## config.mk

```make
export PLATFORM = sky130hd
export DESIGN_NAME = cbor_stream_decoder_unit_flat
export DESIGN_NICKNAME = d
export VERILOG_FILES = /design/src/rtl/csd_pkg.sv /design/src/rtl/csd_in_if.sv /design/src/rtl/csd_out_if.sv /design/src/rtl/csd_step.sv /design/src/rtl/cbor_stream_decoder_unit.sv /design/src/flat_wrapper.sv
export SDC_FILE = /design/constraint.sdc
export NUM_CORES = 1
export LEC_CHECK = 0
export BUFFER_PORTS_ARGS = -buffer_cell sky130_fd_sc_hd__buf_4
export CAP_MARGIN = 15
export CELL_PAD_IN_SITES_DETAIL_PLACEMENT = 1
export CELL_PAD_IN_SITES_GLOBAL_PLACEMENT = 1
export CORE_AREA = 2 2 159 192
export CTS_CLUSTER_DIAMETER = 200
export DETAILED_ROUTE_END_ITERATION = 8
export DIE_AREA = 0 0 161 194
export PLACE_DENSITY_LB_ADDON = 0.08
export SYNTH_ARGS = -nofsm -noshare
export SYNTH_HDL_FRONTEND = slang
export SYNTH_HIERARCHICAL = 1
export SYNTH_SLANG_ARGS = --single-unit
```

## constraint.sdc

```tcl
create_clock -name clk_i -period 10.1 [get_ports clk_i]
set_clock_uncertainty 0.2 [all_clocks]
set_input_delay 1.01 -clock clk_i [delete_from_list [all_inputs] [get_ports clk_i]]
set_output_delay 1.01 -clock clk_i [all_outputs]
set_load 0.005 [all_outputs]
```

## src/rtl/csd_pkg.sv

```systemverilog
// Package with the shared types, codes and constants of the CBOR stream decoder.
package csd_pkg;

  localparam int unsigned LENGTH_WIDTH = 32;

  localparam logic [4:0] INFO_ARG1    = 5'd24;
  localparam logic [4:0] INFO_ARG2    = 5'd25;
  localparam logic [4:0] INFO_ARG4    = 5'd26;
  localparam logic [4:0] INFO_ARG8    = 5'd27;
  localparam logic [4:0] INFO_INDEF   = 5'd31;
  localparam logic [4:0] INFO_FALSE   = 5'd20;
  localparam logic [4:0] INFO_TRUE    = 5'd21;
  localparam logic [4:0] INFO_NULL    = 5'd22;
  localparam logic [4:0] INFO_UNDEF   = 5'd23;

  localparam logic [2:0] MAJOR_UINT   = 3'd0;
  localparam logic [2:0] MAJOR_NEGINT = 3'd1;
  localparam logic [2:0] MAJOR_BYTES  = 3'd2;
  localparam logic [2:0] MAJOR_TEXT   = 3'd3;
  localparam logic [2:0] MAJOR_ARRAY  = 3'd4;
  localparam logic [2:0] MAJOR_MAP    = 3'd5;
  localparam logic [2:0] MAJOR_TAG    = 3'd6;
  localparam logic [2:0] MAJOR_SIMPLE = 3'd7;

  typedef enum logic [3:0] {
    KIND_UINT    = 4'd0,
    KIND_NEGINT  = 4'd1,
    KIND_BYTES   = 4'd2,
    KIND_TEXT    = 4'd3,
    KIND_ARRAY   = 4'd4,
    KIND_MAP     = 4'd5,
    KIND_TAG     = 4'd6,
    KIND_FALSE   = 4'd7,
    KIND_TRUE    = 4'd8,
    KIND_NULL    = 4'd9,
    KIND_UNDEF   = 4'd10,
    KIND_F32     = 4'd11,
    KIND_F64     = 4'd12,
    KIND_BREAK   = 4'd13,
    KIND_PAYLOAD = 4'd14,
    KIND_ERROR   = 4'd15
  } kind_e;

  typedef enum logic [2:0] {
    ERR_NONE        = 3'd0,
    ERR_RESERVED    = 3'd1,
    ERR_INDEF_STR   = 3'd2,
    ERR_SIMPLE      = 3'd3,
    ERR_TRUNCATED   = 3'd4,
    ERR_WIDE        = 3'd5
  } err_e;

  typedef enum logic [2:0] {
    PH_IDLE    = 3'b001,
    PH_ARG     = 3'b010,
    PH_PAYLOAD = 3'b100
  } phase_e;

  typedef struct packed {
    phase_e                  phase;
    logic [2:0]              major;
    logic [4:0]              info;
    logic [3:0]              left;
    logic [63:0]             acc;
    logic [LENGTH_WIDTH-1:0] payload_left;
  } state_t;

  localparam state_t STATE_CLEAR = '{
    phase:        PH_IDLE,
    major:        '0,
    info:         '0,
    left:         '0,
    acc:          '0,
    payload_left: '0
  };

  typedef struct packed {
    kind_e       kind;
    logic [63:0] value;
    logic [3:0]  arg_bytes;
    logic        indefinite;
    logic        payload_last;
    err_e        error_code;
  } result_t;

  localparam result_t RESULT_NONE = '{
    kind:         KIND_UINT,
    value:        '0,
    arg_bytes:    '0,
    indefinite:   1'b0,
    payload_last: 1'b0,
    error_code:   ERR_NONE
  };

endpackage

```

## src/rtl/csd_in_if.sv

```systemverilog
// Input channel of the CBOR stream decoder: one encoded byte per transaction.
interface csd_in_if;
  logic       valid;
  logic       ready;
  logic [7:0] data_byte;
  logic       start_of_buffer;
  logic       end_of_buffer;

  modport source (output valid, output data_byte, output start_of_buffer,
                  output end_of_buffer, input ready);
  modport sink (input valid, input data_byte, input start_of_buffer,
                input end_of_buffer, output ready);
endinterface

```

## src/rtl/csd_out_if.sv

```systemverilog
// Output channel of the CBOR stream decoder: one decoded item per transaction.
interface csd_out_if;
  logic        valid;
  logic        ready;
  logic [3:0]  item_kind;
  logic [63:0] item_value;
  logic [3:0]  argument_bytes;
  logic        indefinite;
  logic        payload_last;
  logic [2:0]  error_code;

  modport source (output valid, output item_kind, output item_value,
                  output argument_bytes, output indefinite, output payload_last,
                  output error_code, input ready);
  modport sink (input valid, input item_kind, input item_value,
                input argument_bytes, input indefinite, input payload_last,
                input error_code, output ready);
endinterface

```

## src/rtl/csd_step.sv

```systemverilog
// Combinational next-state and result logic of the decoder for one input byte.
module csd_step
  import csd_pkg::*;
(
  input  state_t      state_i,
  input  logic [7:0]  byte_i,
  input  logic        sob_i,
  input  logic        eob_i,
  input  logic        byte_order_i,
  output state_t      state_o,
  output logic        res_valid_o,
  output result_t     res_o
);

  typedef struct packed {
    result_t                 res;
    logic                    to_payload;
    logic [LENGTH_WIDTH-1:0] len;
  } finish_t;

  function automatic finish_t finish_head(logic [2:0] major, logic [4:0] info,
                                          logic [63:0] v, logic [3:0] nb);
    finish_t f;
    logic    wide;
    f            = '{res: RESULT_NONE, to_payload: 1'b0, len: '0};
    wide         = (v >> LENGTH_WIDTH) != 64'd0;
    f.len        = v[LENGTH_WIDTH-1:0];
    f.res.value  = v;
    f.res.arg_bytes = nb;
    unique case (major)
      MAJOR_UINT, MAJOR_NEGINT, MAJOR_TAG: begin
        f.res.kind = kind_e'({1'b0, major});
      end
      MAJOR_BYTES, MAJOR_TEXT, MAJOR_ARRAY, MAJOR_MAP: begin
        if (wide) begin
          f.res.kind       = KIND_ERROR;
          f.res.error_code = ERR_WIDE;
        end else begin
          f.res.kind = kind_e'({1'b0, major});
          f.to_payload = (major == MAJOR_BYTES || major == MAJOR_TEXT) && (v != 64'd0);
        end
      end
      default: begin
        if (info == INFO_FALSE || info == INFO_TRUE || info == INFO_NULL ||
            info == INFO_UNDEF) begin
          f.res.kind      = kind_e'(4'(KIND_FALSE) + {2'b00, info[1:0]});
          f.res.value     = '0;
          f.res.arg_bytes = '0;
        end else if (info == INFO_ARG4) begin
          f.res.kind = KIND_F32;
        end else if (info == INFO_ARG8) begin
          f.res.kind = KIND_F64;
        end else begin
          f.res.kind       = KIND_ERROR;
          f.res.error_code = ERR_SIMPLE;
        end
      end
    endcase
    return f;
  endfunction

  state_t                  s;
  finish_t                 fin;
  logic [2:0]              major;
  logic [4:0]              info;
  logic [3:0]              total;
  logic [2:0]              idx;
  logic [63:0]             acc_new;
  logic [3:0]              left_new;
  logic [LENGTH_WIDTH-1:0] pl_new;

  assign major    = byte_i[7:5];
  assign info     = byte_i[4:0];
  assign total    = 4'b0001 << state_i.info[1:0];

  always_comb begin
    s           = sob_i ? STATE_CLEAR : state_i;
    state_o     = s;
    res_valid_o = 1'b0;
    res_o       = RESULT_NONE;
    fin         = '{res: RESULT_NONE, to_payload: 1'b0, len: '0};
    idx         = 3'(total - s.left);
    acc_new     = byte_order_i ? (s.acc | (64'(byte_i) << {idx, 3'b000}))
                               : {s.acc[55:0], byte_i};
    left_new    = s.left - 4'd1;
    pl_new      = s.payload_left - LENGTH_WIDTH'(1);

    unique case (s.phase)
      PH_IDLE: begin
        if (info < INFO_ARG1) begin
          fin         = finish_head(major, info, 64'(info), 4'd0);
          res_o       = fin.res;
          res_valid_o = 1'b1;
          if (fin.to_payload) begin
            state_o.phase        = PH_PAYLOAD;
            state_o.payload_left = fin.len;
          end
        end else if (info <= INFO_ARG8) begin
          state_o.phase = PH_ARG;
          state_o.major = major;
          state_o.info  = info;
          state_o.left  = 4'b0001 << info[1:0];
          state_o.acc   = '0;
        end else begin
          res_valid_o = 1'b1;
          res_o.kind  = KIND_ERROR;
          res_o.value = 64'(byte_i);
          if (info != INFO_INDEF) begin
            res_o.error_code = ERR_RESERVED;
          end else if (major == MAJOR_BYTES || major == MAJOR_TEXT) begin
            res_o.error_code = ERR_INDEF_STR;
          end else if (major == MAJOR_ARRAY || major == MAJOR_MAP) begin
            res_o.kind       = kind_e'({1'b0, major});
            res_o.value      = '0;
            res_o.indefinite = 1'b1;
          end else if (major == MAJOR_SIMPLE) begin
            res_o.kind  = KIND_BREAK;
            res_o.value = '0;
          end else begin
            res_o.error_code = ERR_RESERVED;
          end
        end
      end
      PH_ARG: begin
        state_o.acc  = acc_new;
        state_o.left = left_new;
        if (left_new == 4'd0) begin
          fin           = finish_head(s.major, s.info, acc_new, total);
          res_o         = fin.res;
          res_valid_o   = 1'b1;
          state_o.phase = PH_IDLE;
          if (fin.to_payload) begin
            state_o.phase        = PH_PAYLOAD;
            state_o.payload_left = fin.len;
          end
        end
      end
      PH_PAYLOAD: begin
        state_o.payload_left = pl_new;
        res_valid_o          = 1'b1;
        res_o.kind           = KIND_PAYLOAD;
        res_o.value          = 64'(byte_i);
        res_o.payload_last   = (pl_new == '0);
        if (pl_new == '0) begin
          state_o.phase = PH_IDLE;
        end
      end
      default: begin
        state_o = STATE_CLEAR;
      end
    endcase

    if (eob_i && state_o.phase != PH_IDLE) begin
      res_o            = RESULT_NONE;
      res_o.kind       = KIND_ERROR;
      res_o.error_code = ERR_TRUNCATED;
      res_o.value      = (state_o.phase == PH_ARG) ? 64'(state_o.left)
                                                   : 64'(state_o.payload_left);
      res_valid_o      = 1'b1;
      state_o          = STATE_CLEAR;
    end
  end

endmodule

```

## src/rtl/cbor_stream_decoder_unit.sv

```systemverilog
// Top level of the CBOR stream decoder: parse state, output register and handshakes.
//
//   channel  direction  transaction
//   in_i     sink       one encoded byte with buffer start and end marks
//   out_o    source     one decoded item, payload byte or error
//   cfg      write      byte order of multi-byte arguments
//
// Each byte is decoded in the cycle it is accepted and its result, if any, is
// held in the output register, so one byte per cycle is taken when the sink
// keeps up. A byte is accepted while the output register is empty or drains in
// the same cycle. Reset clears the parse state and selects big-endian order.
module cbor_stream_decoder_unit
  import csd_pkg::*;
(
  input  logic  clk_i,
  input  logic  rst_ni,
  input  logic  cfg_we_i,
  input  logic  cfg_wdata_i,
  csd_in_if.sink    in_i,
  csd_out_if.source out_o
);

  state_t  state_q, state_d;
  logic    byte_order_q;
  logic    out_valid_q, out_valid_d;
  result_t out_res_q;
  result_t res;
  logic    res_valid;
  logic    accept;

  csd_step u_step (
    .state_i      (state_q),
    .byte_i       (in_i.data_byte),
    .sob_i        (in_i.start_of_buffer),
    .eob_i        (in_i.end_of_buffer),
    .byte_order_i (byte_order_q),
    .state_o      (state_d),
    .res_valid_o  (res_valid),
    .res_o        (res)
  );

  assign in_i.ready  = !out_valid_q || out_o.ready;
  assign accept      = in_i.valid && in_i.ready;
  assign out_valid_d = accept ? res_valid : (out_valid_q && !out_o.ready);

  always_ff @(posedge clk_i or negedge rst_ni) begin
    if (!rst_ni) begin
      state_q      <= STATE_CLEAR;
      byte_order_q <= 1'b0;
      out_valid_q  <= 1'b0;
    end else begin
      out_valid_q <= out_valid_d;
      if (accept) begin
        state_q <= state_d;
      end
      if (cfg_we_i) begin
        byte_order_q <= cfg_wdata_i;
      end
    end
  end

  always_ff @(posedge clk_i) begin
    if (accept && res_valid) begin
      out_res_q <= res;
    end
  end

  assign out_o.valid          = out_valid_q;
  assign out_o.item_kind      = out_res_q.kind;
  assign out_o.item_value     = out_res_q.value;
  assign out_o.argument_bytes = out_res_q.arg_bytes;
  assign out_o.indefinite     = out_res_q.indefinite;
  assign out_o.payload_last   = out_res_q.payload_last;
  assign out_o.error_code     = out_res_q.error_code;

endmodule

```

## src/flat_wrapper.sv

```systemverilog
// flat-port wrapper written by rule: the top's interface ports become plain ports
module cbor_stream_decoder_unit_flat import csd_pkg::*;
  (clk_i, rst_ni, cfg_we_i, cfg_wdata_i, in_i_valid, in_i_data_byte, in_i_start_of_buffer, in_i_end_of_buffer, in_i_ready, out_o_valid, out_o_item_kind, out_o_item_value, out_o_argument_bytes, out_o_indefinite, out_o_payload_last, out_o_error_code, out_o_ready);
  csd_in_if in_i_i ();
  csd_out_if out_o_i ();
  input  logic clk_i;
  input  logic rst_ni;
  input  logic cfg_we_i;
  input  logic cfg_wdata_i;
  input wire logic [$bits(in_i_i.valid)-1:0] in_i_valid;
  input wire logic [$bits(in_i_i.data_byte)-1:0] in_i_data_byte;
  input wire logic [$bits(in_i_i.start_of_buffer)-1:0] in_i_start_of_buffer;
  input wire logic [$bits(in_i_i.end_of_buffer)-1:0] in_i_end_of_buffer;
  output wire logic [$bits(in_i_i.ready)-1:0] in_i_ready;
  output wire logic [$bits(out_o_i.valid)-1:0] out_o_valid;
  output wire logic [$bits(out_o_i.item_kind)-1:0] out_o_item_kind;
  output wire logic [$bits(out_o_i.item_value)-1:0] out_o_item_value;
  output wire logic [$bits(out_o_i.argument_bytes)-1:0] out_o_argument_bytes;
  output wire logic [$bits(out_o_i.indefinite)-1:0] out_o_indefinite;
  output wire logic [$bits(out_o_i.payload_last)-1:0] out_o_payload_last;
  output wire logic [$bits(out_o_i.error_code)-1:0] out_o_error_code;
  input wire logic [$bits(out_o_i.ready)-1:0] out_o_ready;
  assign in_i_i.valid = in_i_valid;
  assign in_i_i.data_byte = in_i_data_byte;
  assign in_i_i.start_of_buffer = in_i_start_of_buffer;
  assign in_i_i.end_of_buffer = in_i_end_of_buffer;
  assign in_i_ready = in_i_i.ready;
  assign out_o_valid = out_o_i.valid;
  assign out_o_item_kind = out_o_i.item_kind;
  assign out_o_item_value = out_o_i.item_value;
  assign out_o_argument_bytes = out_o_i.argument_bytes;
  assign out_o_indefinite = out_o_i.indefinite;
  assign out_o_payload_last = out_o_i.payload_last;
  assign out_o_error_code = out_o_i.error_code;
  assign out_o_i.ready = out_o_ready;
  cbor_stream_decoder_unit u_core (.clk_i(clk_i), .rst_ni(rst_ni), .cfg_we_i(cfg_we_i), .cfg_wdata_i(cfg_wdata_i), .in_i(in_i_i), .out_o(out_o_i));
endmodule
```

==> reports/qor.yml, run 1 <==
layout:
  final_cells: 1903
  num_antenna_cells: 0
  finalInstanceArea_um2: 15320
  mostFrequentLayoutCell: "nor2_1"
  final_nets: 1529
  drive_gt1_frac: 0.1970
  final_util: 0.5219
  syn_to_final_growth_pct: 10.35
  final_cell_mix: "nor2_1 (242), buf_4 (119), dfrtp_1 (111), a21oi_1 (91), mux2_4 (90)"
critical_path:
  critPathLaunchType: "primary input"
  cp_max_fo: 54
  worstPathRequired_ps: 9990
  critPathCaptureType: "flop"
  cp_slowest_stage_delay_ps: 990
  arrival_ps: 7070
  cp_common_cell: "buf_4"
  crit_slowest_cell: "fa_1"
  criticalPathCategory: "in2reg"
  cp_cell_sequence: "buf_4 -> nor2b_1 -> ha_1 -> fa_1 -> inv_1 -> o41ai_1 -> or4_1 -> or4_4 -> o211ai_4 -> a21oi_2 -> and2_2 -> or3_1 -> nand2_1 -> nor2b_4 -> buf_4"
  r2r_slack_ps: 3430
sta:
  setup_tns_ps: 0
  setup_violations: 0
  min_period_ps: 7178
  worst_slack_ps: 2922
  grt_setup_unrepaired: "false"
  drv_slew: 0
  finalCritPeriodShare: 0.7107
  hold_viol: 0
  max_freq_ghz: 0.1393
  hold_slack_ps: 305.1
  worst_pin_slew_ps: 1037
  slew_headroom: 0.3064
routing:
  wl_um: 52010
  ant_nets: 0
  drc: 0
  drt_first_pass_iters: 6
  drt_iter0_drc: 1229
  vias: 12820
  vias_per_cell: 6.736
  post_drt_wl_per_cell_um: 27.33
synthesis:
  ys_warn_count: 6
  synth_async_sr_flop_share: 0.5947
  yosysSeqAreaShare: 0.3703
  synth_area_per_cell_um2: 9.343
  synthesis.nets: 1515
  ys_ff_latch: 190
  yosysUniqueCellTypes: 88
  synth_ff_type: "dfrtp_1"
  synthCells: 1486
  synth_edf_count: 77
  synthesis.area_um2: 13880
die:
  die_h_um: 194
  die_area_um2: 31230
  rows: 69
  ioPinCount: 95
  core_um2: 29350
  start_util: 0.4730
  die_x_um: 161
place:
  dpl.hpwl_um: 34580
  io_buffers: 94
  placed_cell_area_um2: 14730
  gp_congestion: 0.9797
  pre_cts_slack_ps: 2575
  place_inst: 1871
clock_network:
  cts-root-buf: "clkbuf_16"
  clk_latency_ps: 460
  numCtsBuffers: 17
  clk_path_buf_depth: 2
  cts_setup_buffers: 0
  clkSinkCount: 190
  cts_max_level: 4
  path_clk_slew_ps: 70
  cts_hold_buf: 0
  post_cts_resized: 0
  cts_tree: "yes"
power_and_ir_drop:
  power.density_cell_area_nw_per_um2: 147.7
  p_leak_nw: 6.325
  p_total_mw: 2.263
  ir_drop_uv: 90.61
global_routing:
  grtUsageTotal: 0.3327
  grt_max_degree: 71
  grt_pass1_wl_um: 79930
  grt_pass1_vias: 12920
  grt-ovfl-total: 0
  antenna_found_initial: 0
worst_hold_path:
  min_path_type: "reg2reg"
job:
  maxCapViolCount: 0
outcome:
  status: "completed"
==> cells in the mapped netlist, types with 5 or more instances <==
master	n	area share
o211ai_1	15	0.0081
or3_1	12	0.0054
o31ai_1	7	0.0038
o32ai_1	27	0.017
a31oi_1	17	0.0077
nor2b_1	25	0.011
buf_1	13	0.0035
nand3_1	23	0.0083
mux2_2	30	0.024
o32a_1	6	0.0043
o21ai_0	40	0.014
dfrtp_1	112	0.20
buf_2	19	0.0068
xnor2_1	7	0.0044
edfxtp_1	77	0.17
o22a_1	23	0.015
nand4_1	10	0.0045
a22oi_1	42	0.023
clkbuf_1	78	0.021
o21a_1	9	0.0049
and2_1	17	0.0077
a41oi_1	5	0.0032
a21oi_1	92	0.033
xor2_1	6	0.0038
a221oi_1	19	0.012
ha_1	12	0.011
nand2_1	69	0.019
inv_1	37	0.010
nor3_1	28	0.010
nor4_1	33	0.015
mux2_4	90	0.097
nand2b_1	13	0.0059
mux2i_1	69	0.050
nor2_1	242	0.065
or4_1	14	0.0076
o41ai_1	7	0.0044
buf_6	13	0.011
o22ai_1	28	0.013
nor3b_1	6	0.0032
a211oi_1	8	0.0043
==> layer usage <==
metal	share of wire	vias to the layer above	wire length, um	track usage
li1	-	5617	-	-
met3	0.058	141	3037	0.05112
met4	0.048	0	2512	0.1637
met1	0.42	6520	21850	0.4340
met2	0.47	541	24600	0.5392
met5	0	-	0	0
==> area by class of cell <==
type | instances | area (um2)
Multi-Input combinational cell | 1135 | 8068
Fill cell | 3362 | 14030
Tap cell | 390 | 488.0
Sequential cell | 190 | 5145
Inverter | 37 | 138.9
Clock inverter | 14 | 157.7
Clock buffer | 18 | 429.2
Timing Repair Buffer | 119 | 893.4
==> logic make-up (layout without fill, tap and decap cells) <==
logic type               count (synthesis)  in the layout  share of synthesized area
flip-flops                             190            190                     0.3703
AND/OR/NAND/NOR                        525            525                     0.1832
multiplexers                           189            189                     0.1714
buffers and inverters                  161            188                    0.05254
XOR/XNOR                                15             15                    0.01163
AO/OA/AOI/OAI                          393            393                     0.1986
adder cells (fa/ha/maj)                 13             13                    0.01226
==> worst max-delay path, delay by kind of cell <==
| kind | cells | cell delay [ps] |
|---|---|---|
| and+or+nand+nor | 7 | 1840 |
| adders and majority gates | 2 | 1270 |
| AOI/OAI and AO/OA | 3 | 1330 |
| buffers and inverters | 3 | 1490 |
==> report_power, final <==
group          internal, mW  switching (mW)
sequential            0.852          0.0375
combinational         0.220           0.439
clock                 0.370           0.345
total                  1.44           0.821
==> registers in the layout, indices dropped and copies added, names as in the netlist <==
register,cells
u_core/out_o.indefinite,1
u_core/out_o.argument_bytes,4
u_core/out_o.item_value,64
u_core/byte_order_q,1
u_core/out_o.payload_last,1
u_core/state_q,111
u_core/out_o.valid,1
u_core/out_o.error_code,3
u_core/out_o.item_kind,4
==> final timing paths <==
check / endpoint / from / depth (start not counted)
worst max-delay path: u_core/out_o.item_kind[1] / in_i_start_of_buffer / 15
worst min-delay path: u_core/state_q[104] / u_core/state_q[104] / 1
worst max register to register: u_core/out_o.item_kind[1] / u_core/state_q[100] / 15
worst min register to register: u_core/state_q[104] / u_core/state_q[104] / 1
max in group asynchronous: u_core/state_q[30] / rst_ni / 2
min in group asynchronous: u_core/state_q[83] / rst_ni / 1
No activity file was read; power rests on OpenSTA's default activity.
==> run 2, diff against run 1 <==
Clock period 10.1 ns to 6.93 ns, I/O delays scaled along.
==> run 2 against run 1 <==
  * Via count is essentially flat
  * Total power grew 47%
  * Global-route usage grew 0.77 points
  * Hold slack lost 27 ps
  * Cell count grew 0.68%
  * Clock power grew 45%
  * Register-to-register slack lost 2700 ps
  * Sequential power grew 46%
  * Wire length grew 2.0%
  * Sequential cell count is the same
  * Sequential share of layout area shrank 0.26 points
  * Count of clock-buffer cells in the layout is the same
  * Critical endpoint unchanged
  * Highest routed layer unchanged
==> reports/qor.yml, run 2 (synthesis results as in run 1) <==
routing:
  vias_per_cell: 6.688
  ant_nets: 0
  drt_first_pass_iters: 6
  drt_iter0_drc: 1360
  drc: 0
  vias: 12810
  post_drt_wl_per_cell_um: 27.69
  wl_um: 53060
place:
  pre_cts_slack_ps: 677.0
  gp_congestion: 0.9086
  placed_cell_area_um2: 14830
  io_buffers: 94
  dpl.hpwl_um: 35730
sta:
  drv_slew: 0
  setup_violations: 0
  max_freq_ghz: 0.1615
  hold_viol: 0
  finalCritPeriodShare: 0.8933
  grt_setup_unrepaired: "false"
  min_period_ps: 6191
  setup_tns_ps: 0
  worst_pin_slew_ps: 1162
  hold_slack_ps: 278.2
  worst_slack_ps: 739.2
  slew_headroom: 0.2202
clock_network:
  numCtsBuffers: 17
  path_clk_slew_ps: 80
  clkSinkCount: 190
  clk_path_buf_depth: 2
  post_cts_resized: 0
  cts_max_level: 4
  clk_latency_ps: 460
  cts_hold_buf: 1
  cts-root-buf: "clkbuf_16"
  cts_setup_buffers: 0
  cts_tree: "yes"
power_and_ir_drop:
  combPwrFrac: 0.296
  p_leak_nw: 6.402
  clock_power_share: 0.313
  netSwitchingFraction: 0.3647
  switching_power_mw: 1.210
  ir_drop_uv: 137.1
  power.density_cell_area_nw_per_um2: 214.8
  p_seq_frac: 0.392
  internal-power_mw: 2.107
layout:
  drive_gt1_frac: 0.2045
  num_antenna_cells: 0
  finalInstanceArea_um2: 15440
  final_cell_mix: "nor2_1 (242), buf_4 (131), dfrtp_1 (111), a21oi_1 (91), mux2_4 (90)"
  largest-register: "u_core/state_q"
  final_nets: 1542
  final_util: 0.5260
  largest_reg_flops: 111
  syn_to_final_growth_pct: 11.20
  mostFrequentLayoutCell: "nor2_1"
global_routing:
  grt_pass1_wl_um: 81720
  antenna_found_initial: 0
  grt-ovfl-total: 0
  grt_max_degree: 71
  grtUsageTotal: 0.3404
  grt_pass1_vias: 13400
job:
  maxCapViolCount: 0
die:
  die_h_um: 194
  die_area_um2: 31230
  die_x_um: 161
  start_util: 0.4730
  rows: 69
  ioPinCount: 95
  core_um2: 29350
critical_path:
  critPathTopFamily: "simple AND/OR/NAND/NOR gates"
  criticalPathCategory: "reg2reg"
  critPathLaunchType: "flop"
  cp_cell_sequence: "nor2_1 -> inv_1 -> ha_1 -> fa_1 -> buf_4 -> nand2_1 -> o21ai_1 -> a22oi_1 -> nand3_1 -> o211ai_4 -> a21oi_2 -> and2_2 -> or3_1 -> nand2_1 -> nor2b_4 -> buf_4"
  cp_max_fo: 45
  crit_buf_inv: 3
  cp_slowest_stage_delay_ps: 860
  worstPathRequired_ps: 6830
  arrival_ps: 6090
  crit_slowest_cell: "nor2b_4"
  critPathCaptureType: "flop"
worst_hold_path:
  min_path_type: "in2reg"
outcome:
  status: "completed"
run 2: cell type report:
type	instances	area (um2)
Fill cell	3336	13910
Multi-Input combinational cell	1135	8077
Sequential cell	190	5145
Timing Repair Buffer	132	993.5
Tap cell	390	488.0
Clock buffer	18	450.4
Clock inverter	14	146.4
Inverter	37	138.9
run 2: path summary, 6_finish.rpt:
| kind | startpoint | endpoint | slack, ps | cells after the start |
|---|---|---|---|---|
| worst max register to register | u_core/state_q[100] | u_core/out_o.item_kind[1] | 740 | 16 |
| worst min-delay path | cfg_wdata_i | u_core/byte_order_q | 280 | 2 |
| worst min register to register | u_core/state_q[104] | u_core/state_q[104] | 300 | 1 |
| min in group asynchronous | rst_ni | u_core/state_q[83] | 490 | 2 |
| max in group asynchronous | rst_ni | u_core/byte_order_q | 4830 | 3 |
| worst max-delay path | u_core/state_q[100] | u_core/out_o.item_kind[1] | 740 | 16 |
run 2: layer usage:
layer | track usage | vias to the layer above | wire (um)
met2 | 0.5735 | 516 | 26170
met5 | 0 | - | 0
met4 | 0.1508 | 0 | 2194
met1 | 0.4358 | 6525 | 21530
met3 | 0.04642 | 133 | 3161
li1 | - | 5640 | -
run 2: power by group through the flow:
stage	Combinational, mW	Sequential (mW)	Clock [mW]
5_1_grt	1.05	1.31	1.09
4_1_cts	0.964	1.30	1.05
2_1_floorplan	0.627	1.30	0
6_report	0.982	1.30	1.04
3_5_place_dp	0.959	1.32	0
3_3_place_gp	0.949	1.32	0
run 2: stage by stage:
step                      cells  total power, mW
after CTS                  1916            3.311
after detailed placement   1883            2.280
after floorplan            1486            1.925
after global placement     1883            2.268
after global routing       1916            3.438
final                      1916            3.317
run 2: worst reg2reg max path, cell delays in order (launching register included):
cell and delay, ps:
dfrtp_1 450, nor2_1 310, inv_1 110, ha_1 240
fa_1 690, buf_4 240, nand2_1 160, o21ai_1 530
a22oi_1 260, nand3_1 270, o211ai_4 200, a21oi_2 220
and2_2 160, or3_1 110, nand2_1 100, nor2b_4 860
buf_4 670
